$ cat config.mk
export PLATFORM = sky130hd
export DESIGN_NAME = sorted_array_table
export DESIGN_NICKNAME = d
export VERILOG_FILES = /design/src/sv/sat_pkg.sv /design/src/sv/sat_ctrl.sv /design/src/sv/sat_dpath.sv /design/src/sv/sorted_array_table.sv
export VERILOG_INCLUDE_DIRS = /design/src /design/src/sv
export SDC_FILE = /design/constraint.sdc
export NUM_CORES = 1
export LEC_CHECK = 0
export ABC_AREA = 1
export BUFFER_PORTS_ARGS = -buffer_cell sky130_fd_sc_hd__buf_2
export CORE_MARGIN = 2
export CORE_UTILIZATION = 35
export DETAILED_ROUTE_END_ITERATION = 16
export HOLD_SLACK_MARGIN = 0.03
export PLACE_DENSITY = 0.51
export SYNTH_ARGS = -nofsm -noshare
export SYNTH_HDL_FRONTEND = slang
export SYNTH_SLANG_ARGS = --single-unit
$ cat constraint.sdc
create_clock -name clk -period 4.1 [get_ports clk]
set_input_delay 0.82 -clock clk [delete_from_list [all_inputs] [get_ports clk]]
set_output_delay 0.82 -clock clk [all_outputs]
set_load 0.05 [all_outputs]
$ cat src/sv/assert_macros.svh
// Assertion macros shared by the sorted key table.
`ifndef ASSERT_MACROS_SVH
`define ASSERT_MACROS_SVH

// Same-cycle implication, sampled on clk and disabled while arst_n is low.
`define SAT_ASSERT_IMP(lbl, ante, cons, msg) \
	lbl: assert property (@(posedge clk) disable iff (!arst_n) (ante) |-> (cons)) \
		else $error(msg);

// Next-cycle implication, sampled on clk and disabled while arst_n is low.
`define SAT_ASSERT_NEXT(lbl, ante, cons, msg) \
	lbl: assert property (@(posedge clk) disable iff (!arst_n) (ante) |=> (cons)) \
		else $error(msg);

`endif

$ cat src/sv/sat_pkg.sv
// Shared types and constants of the sorted key table.
package sat_pkg;

	localparam int DEPTH_DEF     = 16;
	localparam int KEY_WIDTH_DEF = 32;
	localparam int FIELD_W       = 5;
	localparam int OUT_FIELDS_W  = 2 + 1 + FIELD_W + FIELD_W;
	localparam int OUT_DATA_W    = 16;

	typedef enum logic [1:0] {
		FUNC_INSERT   = 2'd0,
		FUNC_FIND     = 2'd1,
		FUNC_WITHDRAW = 2'd2
	} func_t;

	typedef enum logic [1:0] {
		ST_OK        = 2'd0,
		ST_FULL      = 2'd1,
		ST_EMPTY     = 2'd2,
		ST_NOT_FOUND = 2'd3
	} status_t;

	typedef enum logic [2:0] {
		RD_INS_START = 3'd0,
		RD_INS_NEXT  = 3'd1,
		RD_MID       = 3'd2,
		RD_DEL_START = 3'd3,
		RD_DEL_NEXT  = 3'd4
	} rd_sel_t;

	typedef enum logic [2:0] {
		RES_KEEP      = 3'd0,
		RES_MISS      = 3'd1,
		RES_FULL      = 3'd2,
		RES_EMPTY     = 3'd3,
		RES_NOT_FOUND = 3'd4,
		RES_HIT       = 3'd5,
		RES_INS       = 3'd6
	} res_t;

	typedef struct packed {
		logic    load;
		rd_sel_t rd_sel;
		logic    ins_init;
		logic    ins_shift;
		logic    ins_place;
		logic    srch_init;
		logic    mid_load;
		logic    go_right;
		logic    go_left;
		logic    del_init;
		logic    del_step;
		logic    del_done;
		res_t    res;
		logic    out_load;
	} cmd_t;

	typedef struct packed {
		logic full;
		logic empty;
		logic idx_zero;
		logic probe_gt_key;
		logic probe_eq_key;
		logic key_gt_probe;
		logic srch_open;
		logic del_more;
		logic out_free;
	} stat_t;

endpackage

$ cat src/sv/sat_ctrl.sv
// Controller state machine of the sorted key table.
module sat_ctrl (
	input  logic             clk,
	input  logic             arst_n,
	input  logic             s_tvalid,
	output logic             s_tready,
	input  logic [1:0]       s_tuser,
	input  sat_pkg::stat_t   stat,
	output sat_pkg::cmd_t    cmd
);

	typedef enum logic [5:0] {
		S_IDLE     = 6'b000001,
		S_INS      = 6'b000010,
		S_SRCH_RD  = 6'b000100,
		S_SRCH_CMP = 6'b001000,
		S_DEL      = 6'b010000,
		S_FIN      = 6'b100000
	} state_t;

	state_t     state_q;
	state_t     state_next;
	logic [1:0] func_q;

	assign s_tready = (state_q == S_IDLE);

	always_ff @(posedge clk or negedge arst_n) begin
		if (!arst_n) begin
			state_q <= S_IDLE;
		end else begin
			state_q <= state_next;
		end
	end

	always_ff @(posedge clk) begin
		if (cmd.load) begin
			func_q <= s_tuser;
		end
	end

	always_comb begin
		cmd        = '0;
		state_next = state_q;
		unique case (state_q)
			S_IDLE: begin
				if (s_tvalid) begin
					cmd.load = 1'b1;
					unique case (s_tuser)
						sat_pkg::FUNC_INSERT: begin
							if (stat.full) begin
								cmd.res    = sat_pkg::RES_FULL;
								state_next = S_FIN;
							end else begin
								cmd.ins_init = 1'b1;
								cmd.rd_sel   = sat_pkg::RD_INS_START;
								state_next   = S_INS;
							end
						end
						sat_pkg::FUNC_FIND: begin
							cmd.srch_init = 1'b1;
							state_next    = S_SRCH_RD;
						end
						sat_pkg::FUNC_WITHDRAW: begin
							if (stat.empty) begin
								cmd.res    = sat_pkg::RES_EMPTY;
								state_next = S_FIN;
							end else begin
								cmd.srch_init = 1'b1;
								state_next    = S_SRCH_RD;
							end
						end
						default: begin
							cmd.res    = sat_pkg::RES_MISS;
							state_next = S_FIN;
						end
					endcase
				end
			end
			S_INS: begin
				if (stat.idx_zero || !stat.probe_gt_key) begin
					cmd.ins_place = 1'b1;
					cmd.res       = sat_pkg::RES_INS;
					state_next    = S_FIN;
				end else begin
					cmd.ins_shift = 1'b1;
					cmd.rd_sel    = sat_pkg::RD_INS_NEXT;
				end
			end
			S_SRCH_RD: begin
				if (stat.srch_open) begin
					cmd.mid_load = 1'b1;
					cmd.rd_sel   = sat_pkg::RD_MID;
					state_next   = S_SRCH_CMP;
				end else begin
					if (func_q == sat_pkg::FUNC_WITHDRAW) begin
						cmd.res = sat_pkg::RES_NOT_FOUND;
					end else begin
						cmd.res = sat_pkg::RES_MISS;
					end
					state_next = S_FIN;
				end
			end
			S_SRCH_CMP: begin
				if (stat.probe_eq_key) begin
					cmd.res = sat_pkg::RES_HIT;
					if (func_q == sat_pkg::FUNC_WITHDRAW) begin
						cmd.del_init = 1'b1;
						cmd.rd_sel   = sat_pkg::RD_DEL_START;
						state_next   = S_DEL;
					end else begin
						state_next = S_FIN;
					end
				end else if (stat.key_gt_probe) begin
					cmd.go_right = 1'b1;
					state_next   = S_SRCH_RD;
				end else begin
					cmd.go_left = 1'b1;
					state_next  = S_SRCH_RD;
				end
			end
			S_DEL: begin
				if (stat.del_more) begin
					cmd.del_step = 1'b1;
					cmd.rd_sel   = sat_pkg::RD_DEL_NEXT;
				end else begin
					cmd.del_done = 1'b1;
					state_next   = S_FIN;
				end
			end
			S_FIN: begin
				if (stat.out_free) begin
					cmd.out_load = 1'b1;
					state_next   = S_IDLE;
				end
			end
			default: begin
				state_next = S_IDLE;
			end
		endcase
	end

endmodule

$ cat src/sv/sat_dpath.sv
// Datapath of the sorted key table: key memory, search bounds and result register.
module sat_dpath #(
	parameter int DEPTH     = sat_pkg::DEPTH_DEF,
	parameter int KEY_WIDTH = sat_pkg::KEY_WIDTH_DEF
) (
	input  logic                           clk,
	input  logic                           arst_n,
	input  logic [KEY_WIDTH-1:0]           key,
	input  sat_pkg::cmd_t                  cmd,
	output sat_pkg::stat_t                 stat,
	output logic                           m_tvalid,
	input  logic                           m_tready,
	output logic [sat_pkg::OUT_DATA_W-1:0] m_tdata
);

	localparam int AW    = $clog2(DEPTH);
	localparam int CW    = $clog2(DEPTH + 1);
	localparam int PAD_W = sat_pkg::OUT_DATA_W - sat_pkg::OUT_FIELDS_W;

	logic [KEY_WIDTH-1:0] mem_q [DEPTH];
	logic [KEY_WIDTH-1:0] key_q;
	logic [KEY_WIDTH-1:0] rdata_q;
	logic [CW-1:0]        count_q;
	logic [CW-1:0]        idx_q;
	logic [CW-1:0]        lo_q;
	logic [CW-1:0]        hp1_q;
	logic [CW-1:0]        mid_q;
	logic [CW-1:0]        pos_q;
	sat_pkg::status_t     status_q;
	logic                 found_q;
	logic                 m_tvalid_q;
	logic [sat_pkg::OUT_DATA_W-1:0] out_q;

	logic [CW:0]          mid_sum;
	logic [CW-1:0]        mid_next;
	logic [CW-1:0]        raddr_full;
	logic [AW-1:0]        raddr;
	logic [AW-1:0]        waddr;
	logic [KEY_WIDTH-1:0] wdata;
	logic                 we;
	logic [CW+sat_pkg::FIELD_W-1:0] pos_ext;
	logic [CW+sat_pkg::FIELD_W-1:0] count_ext;

	assign mid_sum  = {1'b0, lo_q} + {1'b0, hp1_q} - (CW + 1)'(1);
	assign mid_next = mid_sum[CW:1];

	always_comb begin
		unique case (cmd.rd_sel)
			sat_pkg::RD_INS_START: raddr_full = count_q - CW'(1);
			sat_pkg::RD_INS_NEXT:  raddr_full = idx_q - CW'(2);
			sat_pkg::RD_MID:       raddr_full = mid_next;
			sat_pkg::RD_DEL_START: raddr_full = mid_q + CW'(1);
			sat_pkg::RD_DEL_NEXT:  raddr_full = idx_q + CW'(2);
			default:               raddr_full = mid_next;
		endcase
	end

	assign raddr = raddr_full[AW-1:0];
	assign waddr = idx_q[AW-1:0];
	assign we    = cmd.ins_shift | cmd.ins_place | cmd.del_step;
	assign wdata = cmd.ins_place ? key_q : rdata_q;

	always_ff @(posedge clk) begin
		if (we) begin
			mem_q[waddr] <= wdata;
		end
		rdata_q <= mem_q[raddr];
	end

	always_ff @(posedge clk or negedge arst_n) begin
		if (!arst_n) begin
			count_q    <= '0;
			m_tvalid_q <= 1'b0;
		end else begin
			if (cmd.ins_place) begin
				count_q <= count_q + CW'(1);
			end else if (cmd.del_done) begin
				count_q <= count_q - CW'(1);
			end
			if (cmd.out_load) begin
				m_tvalid_q <= 1'b1;
			end else if (m_tready) begin
				m_tvalid_q <= 1'b0;
			end
		end
	end

	always_ff @(posedge clk) begin
		if (cmd.load) begin
			key_q <= key;
		end
		if (cmd.ins_init) begin
			idx_q <= count_q;
		end else if (cmd.ins_shift) begin
			idx_q <= idx_q - CW'(1);
		end else if (cmd.del_init) begin
			idx_q <= mid_q;
		end else if (cmd.del_step) begin
			idx_q <= idx_q + CW'(1);
		end
		if (cmd.srch_init) begin
			lo_q  <= '0;
			hp1_q <= count_q;
		end else if (cmd.go_right) begin
			lo_q <= mid_q + CW'(1);
		end else if (cmd.go_left) begin
			hp1_q <= mid_q;
		end
		if (cmd.mid_load) begin
			mid_q <= mid_next;
		end
		case (cmd.res)
			sat_pkg::RES_MISS: begin
				status_q <= sat_pkg::ST_OK;
				found_q  <= 1'b0;
				pos_q    <= count_q;
			end
			sat_pkg::RES_FULL: begin
				status_q <= sat_pkg::ST_FULL;
				found_q  <= 1'b0;
				pos_q    <= count_q;
			end
			sat_pkg::RES_EMPTY: begin
				status_q <= sat_pkg::ST_EMPTY;
				found_q  <= 1'b0;
				pos_q    <= '0;
			end
			sat_pkg::RES_NOT_FOUND: begin
				status_q <= sat_pkg::ST_NOT_FOUND;
				found_q  <= 1'b0;
				pos_q    <= count_q;
			end
			sat_pkg::RES_HIT: begin
				status_q <= sat_pkg::ST_OK;
				found_q  <= 1'b1;
				pos_q    <= mid_q;
			end
			sat_pkg::RES_INS: begin
				status_q <= sat_pkg::ST_OK;
				found_q  <= 1'b0;
				pos_q    <= idx_q;
			end
			default: begin
			end
		endcase
		if (cmd.out_load) begin
			out_q <= {{PAD_W{1'b0}}, count_ext[sat_pkg::FIELD_W-1:0],
				pos_ext[sat_pkg::FIELD_W-1:0], found_q, status_q};
		end
	end

	assign pos_ext   = {{sat_pkg::FIELD_W{1'b0}}, pos_q};
	assign count_ext = {{sat_pkg::FIELD_W{1'b0}}, count_q};

	assign stat.full         = (count_q >= CW'(DEPTH));
	assign stat.empty        = (count_q == '0);
	assign stat.idx_zero     = (idx_q == '0);
	assign stat.probe_gt_key = (rdata_q > key_q);
	assign stat.probe_eq_key = (rdata_q == key_q);
	assign stat.key_gt_probe = (key_q > rdata_q);
	assign stat.srch_open    = (lo_q < hp1_q);
	assign stat.del_more     = ((idx_q + CW'(1)) < count_q);
	assign stat.out_free     = !m_tvalid_q || m_tready;

	assign m_tvalid = m_tvalid_q;
	assign m_tdata  = out_q;

endmodule

$ cat src/sv/sorted_array_table.sv
// Top level of the sorted key table with insert, find and withdraw.
//
//  Channel  Direction  Contents
//  s_*      in         tuser: func; tdata: key
//  m_*      out        tdata: status, found, offset, entries_after
//
// Insert moves each key larger than the new one up one slot, then places the key.
// Find runs a binary search over the stored keys. A withdraw that hits moves the
// keys above it down one slot; a full, empty or unused request skips the search.
// The key memory does one read and at most one write per cycle.
// Reset clears the entry count and the output valid; the key memory needs no clearing.
// A new transfer is taken once the previous result is in the output register.
`include "assert_macros.svh"

module sorted_array_table #(
	parameter int DEPTH     = sat_pkg::DEPTH_DEF,
	parameter int KEY_WIDTH = sat_pkg::KEY_WIDTH_DEF
) (
	input  logic                           clk,
	input  logic                           arst_n,
	input  logic                           s_tvalid,
	output logic                           s_tready,
	// key
	input  logic [((KEY_WIDTH+7)/8)*8-1:0] s_tdata,
	// func
	input  logic [1:0]                     s_tuser,
	output logic                           m_tvalid,
	input  logic                           m_tready,
	// status, found, offset, entries_after
	output logic [sat_pkg::OUT_DATA_W-1:0] m_tdata
);

	sat_pkg::cmd_t  cmd;
	sat_pkg::stat_t stat;

	sat_ctrl u_ctrl (
		.clk      (clk),
		.arst_n   (arst_n),
		.s_tvalid (s_tvalid),
		.s_tready (s_tready),
		.s_tuser  (s_tuser),
		.stat     (stat),
		.cmd      (cmd)
	);

	sat_dpath #(
		.DEPTH     (DEPTH),
		.KEY_WIDTH (KEY_WIDTH)
	) u_dpath (
		.clk      (clk),
		.arst_n   (arst_n),
		.key      (s_tdata[KEY_WIDTH-1:0]),
		.cmd      (cmd),
		.stat     (stat),
		.m_tvalid (m_tvalid),
		.m_tready (m_tready),
		.m_tdata  (m_tdata)
	);

	`SAT_ASSERT_NEXT(a_one_at_a_time, s_tvalid && s_tready, !s_tready, "transfer taken while busy")
	`SAT_ASSERT_IMP(a_place_not_full, cmd.ins_place, !stat.full, "insert into a full table")
	`SAT_ASSERT_IMP(a_del_not_empty, cmd.del_step || cmd.del_done, !stat.empty, "shift on empty table")

endmodule
==> flow_summary.json, run 1 <==
{
  "cp-endpoint": "u_dpath.rdata_q[23]$_DFF_P_",
  "synthMuxAreaShare": 0,
  "grt_setup_unrepaired": "false",
  "r2r-start": "u_dpath.idx_q[0]$_DFFE_PP_",
  "coreArea_um2": 81700,
  "tns_ps": 0,
  "cts_buffer_depth": 3,
  "max_slew_margin": 0.296,
  "die_h_um": 291,
  "cts_max_level": 3,
  "crit_path_frequent_cell": "nand2_1",
  "post_cts_buffers": 0,
  "yosys.area_share.adder": 0.0292,
  "nets": 2896,
  "area_growth_pct": 15.1,
  "worstPathCellList": "ha_1 -> nand3_1 -> xor2_1 -> ha_1 -> nand2_1 -> o21a_1 -> nand2_1 -> nor2_4 -> fa_1 -> xor2_1 -> nand2_1 -> nand2_1 -> o221ai_1 -> nand2_2 -> inv_2 -> buf_12 -> nand3_1 -> nand2_1",
  "report.final.slew_viol_count": 0,
  "drive_gt1_frac": 0.106,
  "pre_cts_ws_ps": 351,
  "fin_ws_ps": 411,
  "core.rowCount": 105,
  "ir_drop_uv": 748,
  "pin_count": 56,
  "dp_hpwl_um": 42200,
  "track_usage": 0.182,
  "finalSetupViolCount": 0,
  "yosysSeqAreaShare": 0.644,
  "pwr-share-seq": 0.327,
  "worst_r2r_endpoint": "u_dpath.rdata_q[23]$_DFF_P_",
  "drt_first_pass_iters": 5,
  "synth-simple-area-share": 0.207,
  "first_global_vias": 18800,
  "synth_edf_count": 582,
  "portBuffers": 52,
  "cp_data_required_time_ps": 4650,
  "switchingPower_mw": 11.0,
  "end_kind": "flip-flop",
  "grt_overflow": 0,
  "die_area_um2": 84500,
  "register_area_um2": 18500,
  "criticalPathCategory": "reg2reg",
  "gp_congestion": 0.817,
  "power_frac_comb": 0.441,
  "critPathArrivalTime_ps": 4240,
  "numCtsBuffers": 71,
  "reg2regPathDepth": 18,
  "multi_input_area_um2": 7880,
  "hold_class": "in2async",
  "grt_max_degree": 110,
  "crit_family": "adder cells",
  "hold_buffers": 0,
  "drc": 0,
  "leakage_nw": 13.7,
  "fill_cells": 7793,
  "startpoint_type": "flip-flop",
  "tightestPinTransition_ps": 1050,
  "min_period_ps": 3690,
  "power_mw": 26.6,
  "worstSetupStartpoint": "u_dpath.idx_q[0]$_DFFE_PP_",
  "cts_resized": 0,
  "avgRoutedWirePerCell_um": 19.8,
  "postSynthCellCount": 2716,
  "crit_buf_inv": 2,
  "die_x_um": 291,
  "viasPerCell": 4.97,
  "maxCapViolations": 0,
  "ys_types": 49,
  "cpMaxStageDelayCell": "edfxtp_1",
  "synth-compound-area-share": 0.0247,
  "synth-xor-area-share": 0.00578,
  "synth_top_cell_area_share": 0.607,
  "cts_tree": "done",
  "drt_iter0_markers": 1453,
  "ys_seq_elements": 631,
  "yosys-top-cells-area": "edfxtp_1, nand3_1, nand2_1",
  "antenna_found_initial": 1,
  "path_depth": 18,
  "p_per_area_nw_per_um2": 804,
  "outcome": "finished clean",
  "num_vias": 19500,
  "drt_wl_total_um": 77400,
  "ant_nets": 0,
  "synth_async_sr_flop_share": 0.0190,
  "clock_skew_ps": 26.4,
  "clkTransAtPathRegs_ps": 60,
  "yosys.area.top_type": "edfxtp_1",
  "clock-sinks": 631,
  "finalCritPeriodShare": 0.900,
  "worstSkewPairLatency_ps": 630,
  "start_util": 0.352,
  "avgSynthCellArea_um2": 10.6,
  "synth_top_family_by_area": "simple AND/OR/NAND/NOR gates",
  "p_clk_frac": 0.233,
  "fmax_mhz": 271,
  "synthFlopType": "edfxtp_1",
  "switching_share": 0.411,
  "hold_viol_final": 0,
  "p_int_mw": 15.7,
  "ys_warn_count": 0,
  "critical_path.max_stage_delay_ps": 450,
  "crit_path_max_fanout": 25,
  "antenna_cells": 0,
  "r2r_slack_ps": 410,
  "grt_pass1_wl_um": 118000,
  "cts_root_buffer": "clkbuf_16",
  "netlist_area_um2": 28800
}
## power groups by stage
stage | clock (mW) | combinational, mW | sequential (mW)
global route | 6.60 | 13.1 | 8.74
CTS | 6.34 | 11.9 | 8.70
global placement | 0 | 11.6 | 8.83
detailed placement | 0 | 11.8 | 8.83
floorplan | 0 | 7.85 | 8.84
finish | 6.20 | 11.7 | 8.70
## synth_stat cells (3+ instances only)
master / number
o21a_1: 3
dfrtp_1: 11
a21oi_1: 32
a31oi_1: 3
nor4_1: 4
o221ai_1: 6
nand2_1: 484
o21ai_0: 63
o211ai_1: 3
buf_6: 9
ha_1: 64
nand3_1: 592
xor2_1: 17
o2111ai_1: 3
nor2_1: 50
inv_1: 464
nor2_2: 11
inv_2: 7
nor3_1: 3
nand3b_1: 96
clkbuf_1: 41
buf_4: 31
nand4_1: 7
buf_2: 59
buf_1: 4
dfxtp_1: 37
edfxtp_1: 582
## through the flow
step / instances / area, um2 / hold WS (ps) / utilization
after global routing: 3919 / 33100 / 77.5 / 0.405
after global placement: 3789 / 30900 / 405 / 0.378
after detailed placement: 3789 / 30900 / 405 / 0.378
after floorplan: 2718 / 28800 / 400 / -
after CTS: 3919 / 33100 / 52.2 / 0.405
final: 3919 / 33100 / 76.0 / 0.405
## layout by cell type (no fill, tap or decap), types with 7 or more instances in the layout
| cell | count |
|---|---|
| inv_1 | 462 |
| buf_4 | 62 |
| inv_2 | 9 |
| edfxtp_1 | 582 |
| clkinv_1 | 10 |
| buf_2 | 52 |
| clkbuf_1 | 18 |
| nand4_1 | 7 |
| nor2_4 | 18 |
| nand3_1 | 592 |
| buf_12 | 31 |
| clkinv_2 | 12 |
| a21oi_1 | 31 |
| dfxtp_1 | 37 |
| dfrtp_1 | 11 |
| ha_1 | 64 |
| xor2_1 | 17 |
| o21ai_0 | 63 |
| nand3b_1 | 96 |
| nor2_1 | 34 |
| nor2_2 | 10 |
| clkbuf_16 | 72 |
| nand2_1 | 481 |
## cells by family after synthesis
logic type | Yosys count
and+or+nand+nor | 1259
DFF | 631
buffers and inverters | 615
AOI/OAI and AO/OA | 125
adders and majority gates | 66
xor gates and xnor gates | 19
other | 1
## area by class of cell
cell class	instances	area share
timing repair buffer	145	0.0406
clock buffer	96	0.0589
multi-input combinational	1472	0.238
clock inverter	34	0.00971
tap	1070	0.0404
inverter	471	0.0534
sequential	631	0.559
## worst min path at each step
stage | startpoint | to | slack (ps) | depth (start not counted)
after global placement | u_dpath.pos_q[1]$_DFFE_PP_ | u_dpath.m_tdata[4]$_DFFE_PP_ | 400 | 0
after global routing | arst_n | u_dpath.count_q[0]$_DFFE_PN0P_ | 80 | 1
after CTS | arst_n | u_dpath.m_tvalid$_DFFE_PN0P_ | 50 | 1
after floorplan | u_dpath.status_q[0]$_DFFE_PP_ | u_dpath.m_tdata[0]$_DFFE_PP_ | 400 | 0
after detailed placement | u_dpath.pos_q[1]$_DFFE_PP_ | u_dpath.m_tdata[4]$_DFFE_PP_ | 400 | 0
final | arst_n | u_dpath.count_q[0]$_DFFE_PN0P_ | 80 | 1
## layer usage
layer | share of wire | routed length [um] | track usage | up-vias
met4 | 0.022 | 1730 | 0.0537 | 0
met3 | 0.046 | 3570 | 0.0245 | 104
met1 | 0.45 | 34800 | 0.245 | 9624
met2 | 0.48 | 37300 | 0.307 | 451
li1 | - | - | - | 9301
met5 | 0 | 0 | 0 | -
## registers in the layout, summed over array words and instances, names as in the netlist, 5 cells and up
name / flops
u_dpath.lo_q: 5
u_ctrl.state_q: 6
u_dpath.key_q: 32
u_dpath.mid_q: 5
u_dpath.mem_q: 512
u_dpath.m_tdata: 13
u_dpath.pos_q: 5
u_dpath.idx_q: 5
u_dpath.hp1_q: 5
u_dpath.rdata_q: 32
u_dpath.count_q: 5
## worst reg2reg max path, delay by kind of cell (launching register included)
kind            cells  cell delay [ps]
compound gates      2              460
xor+xnor            2              350
fa+ha+maj           3              940
buf+inv             2              540
flops               1              450
simple gates        9              880
Power figures use the tool's default switching activity.
==> run 2, diff against run 1 <==
==> constraint.sdc (replaced) <==
create_clock -name clk -period 4.4 [get_ports clk]
set_input_delay 0.88 -clock clk [delete_from_list [all_inputs] [get_ports clk]]
set_output_delay 0.88 -clock clk [all_outputs]
set_load 0.05 [all_outputs]
==> run 2 against run 1 <==
Effect of this change: worst setup slack gained 180 ps; clock power rose by 1%; final area is 0.60% higher; non-clock buffer count is 2 lower; power down 4.7%.
==> flow_summary.json, run 2 (synthesized netlist as in run 1, its figures left out) <==
{
  "outcome": "finished clean",
  "num_vias": 19700,
  "drive_gt1_frac": 0.112,
  "max_slew_margin": 0.276,
  "end_kind": "flip-flop",
  "crit_path_max_fanout": 40,
  "worstPathCellList": "inv_1 -> ha_1 -> nand2_1 -> nor2_1 -> nand2_1 -> nor2_2 -> nand2_1 -> nand2_1 -> nand2_1 -> nand2_2 -> buf_4 -> buf_4 -> nand2_1 -> o21ai_0 -> buf_4",
  "cts_resized": 0,
  "finalCritPeriodShare": 0.865,
  "drt_first_pass_iters": 5,
  "first_global_vias": 19300,
  "busiest_layer": "met2",
  "portBuffers": 52,
  "hold_viol_final": 0,
  "finalSetupViolCount": 0,
  "grt_use_met2": 0.309,
  "drt_iter0_markers": 1728,
  "fmax_mhz": 263,
  "dp_hpwl_um": 44000,
  "multi_input_area_um2": 7880,
  "gp_congestion": 0.869,
  "cts_max_level": 3,
  "p_int_mw": 14.9,
  "area_growth_pct": 15.8,
  "cp-endpoint": "u_dpath.mem_q[13][30]$_DFFE_PP_",
  "placed_cells": 3787,
  "worstSetupStartpoint": "u_dpath.key_q[19]$_DFFE_PP_",
  "avgRoutedWirePerCell_um": 20.3,
  "clock_skew_ps": 34.1,
  "reg2regPathDepth": 15,
  "dpl_cell_area_um2": 30800,
  "die_x_um": 291,
  "pwr-share-seq": 0.319,
  "pre_cts_ws_ps": 659,
  "start_util": 0.352,
  "r2r_slack_ps": 600,
  "drc": 0,
  "leakage_nw": 13.8,
  "crit_path_frequent_cell": "nand2_1",
  "cts_buffer_depth": 3,
  "die_h_um": 291,
  "cts_tree": "done",
  "tns_ps": 0,
  "min_period_ps": 3800,
  "power_mw": 25.4,
  "nets": 2896,
  "grt_pass1_wl_um": 121000,
  "report.final.slew_viol_count": 0,
  "cp_data_required_time_ps": 4860,
  "p_per_area_nw_per_um2": 762,
  "grt_use_met3": 0.0283,
  "grt_setup_unrepaired": "false",
  "startpoint_type": "flip-flop",
  "worst_r2r_endpoint": "u_dpath.mem_q[13][30]$_DFFE_PP_",
  "largest_reg_flops": 512,
  "grt_max_degree": 157,
  "mostFrequentLayoutCells": "nand3_1, edfxtp_1, nand2_1",
  "tightestPinTransition_ps": 1080,
  "maxCapViolations": 0,
  "track_usage": 0.188,
  "ir_drop_uv": 575,
  "antenna_cells": 0,
  "fin_ws_ps": 596,
  "r2r-start": "u_dpath.key_q[19]$_DFFE_PP_",
  "worstSkewPairLatency_ps": 640,
  "numCtsBuffers": 73,
  "critPathArrivalTime_ps": 4270,
  "post_cts_buffers": 0,
  "power_frac_comb": 0.434,
  "switchingPower_mw": 10.5,
  "worst_hold_slack_ps": 145,
  "coreArea_um2": 81700,
  "layout.cells.non_filler": 3923,
  "grt_overflow": 0,
  "clkTransAtPathRegs_ps": 60,
  "register_area_um2": 18500,
  "cpMaxStageDelayCell": "buf_4",
  "pin_count": 56,
  "viasPerCell": 5.02,
  "hold_class": "in2async",
  "clock-sinks": 631,
  "grt_use_met1": 0.256,
  "hold_buffers": 0,
  "antenna_found_initial": 0,
  "criticalPathCategory": "reg2reg",
  "fill_cells": 7749,
  "final_util": 0.408,
  "critical_path.max_stage_delay_ps": 440,
  "die_area_um2": 84500,
  "p_clk_frac": 0.247,
  "core.rowCount": 105,
  "ant_nets": 0,
  "cts_root_buffer": "clkbuf_16",
  "drt_wl_total_um": 79600,
  "reg.largest.list": "u_dpath.mem_q (512), u_dpath.key_q (32), u_dpath.rdata_q (32)",
  "switching_share": 0.412,
  "stdcell_area_um2": 33300,
  "largest_register": "u_dpath.mem_q",
  "final_common_cell": "nand3_1"
}
==> run 2: cell count changes in the layout (fill, tap and decap cells not counted) <==
cell / delta
clkinv_4: +2
clkinv_16: +2
bufinv_16: +3
clkbuf_8: +6
clkbuf_1: -12
buf_12: -3
clkinv_8: -1
clkinvlp_4: +5
buf_4: +1
clkbuf_16: +1
==> run 2: area by class of cell <==
class                           instances  share of cell area
Clock inverter                         45              0.0153
Timing Repair Buffer                  143              0.0388
Tap cell                             1070              0.0402
Multi-Input combinational cell       1472               0.236
Inverter                              471              0.0531
Clock buffer                           91              0.0604
Sequential cell                       631               0.556
==> run 2: how the worst min path moves through the flow <==
stage	to	startpoint	cells after the start
after detailed placement	u_dpath.m_tdata[0]$_DFFE_PP_	u_dpath.status_q[0]$_DFFE_PP_	0
after global placement	u_dpath.m_tdata[5]$_DFFE_PP_	u_dpath.pos_q[2]$_DFFE_PP_	0
after global routing	u_ctrl.state_q[2]$_DFFE_PN0P_	arst_n	1
after floorplan	u_dpath.m_tdata[0]$_DFFE_PP_	u_dpath.status_q[0]$_DFFE_PP_	0
after CTS	u_ctrl.state_q[5]$_DFFE_PN0P_	arst_n	1
final	u_dpath.count_q[4]$_DFFE_PN0P_	arst_n	1
==> run 2: worst max-delay path, delay by kind of cell (launching register included) <==
family / cells / cell delay, ps
AO/OA/AOI/OAI: 1 / 390
adder cells (fa/ha/maj): 1 / 340
buffers and inverters: 4 / 1230
flip-flops: 1 / 330
AND/OR/NAND/NOR: 9 / 1370
==> run 2: power groups by stage <==
stage	registers, mW	clock network [mW]	logic (mW)
after floorplan	8.24	0	7.32
after global placement	8.23	0	11.0
after detailed placement	8.23	0	11.1
after CTS	8.11	6.42	11.2
after global routing	8.15	6.65	12.3
final	8.11	6.27	11.0
==> run 2: per-layer routing <==
metal,wire length [um],up-vias,share of wire
met5,0,-,0
li1,-,9313,-
met4,1980,0,0.025
met2,37700,579,0.47
met1,35600,9653,0.45
met3,4290,141,0.054
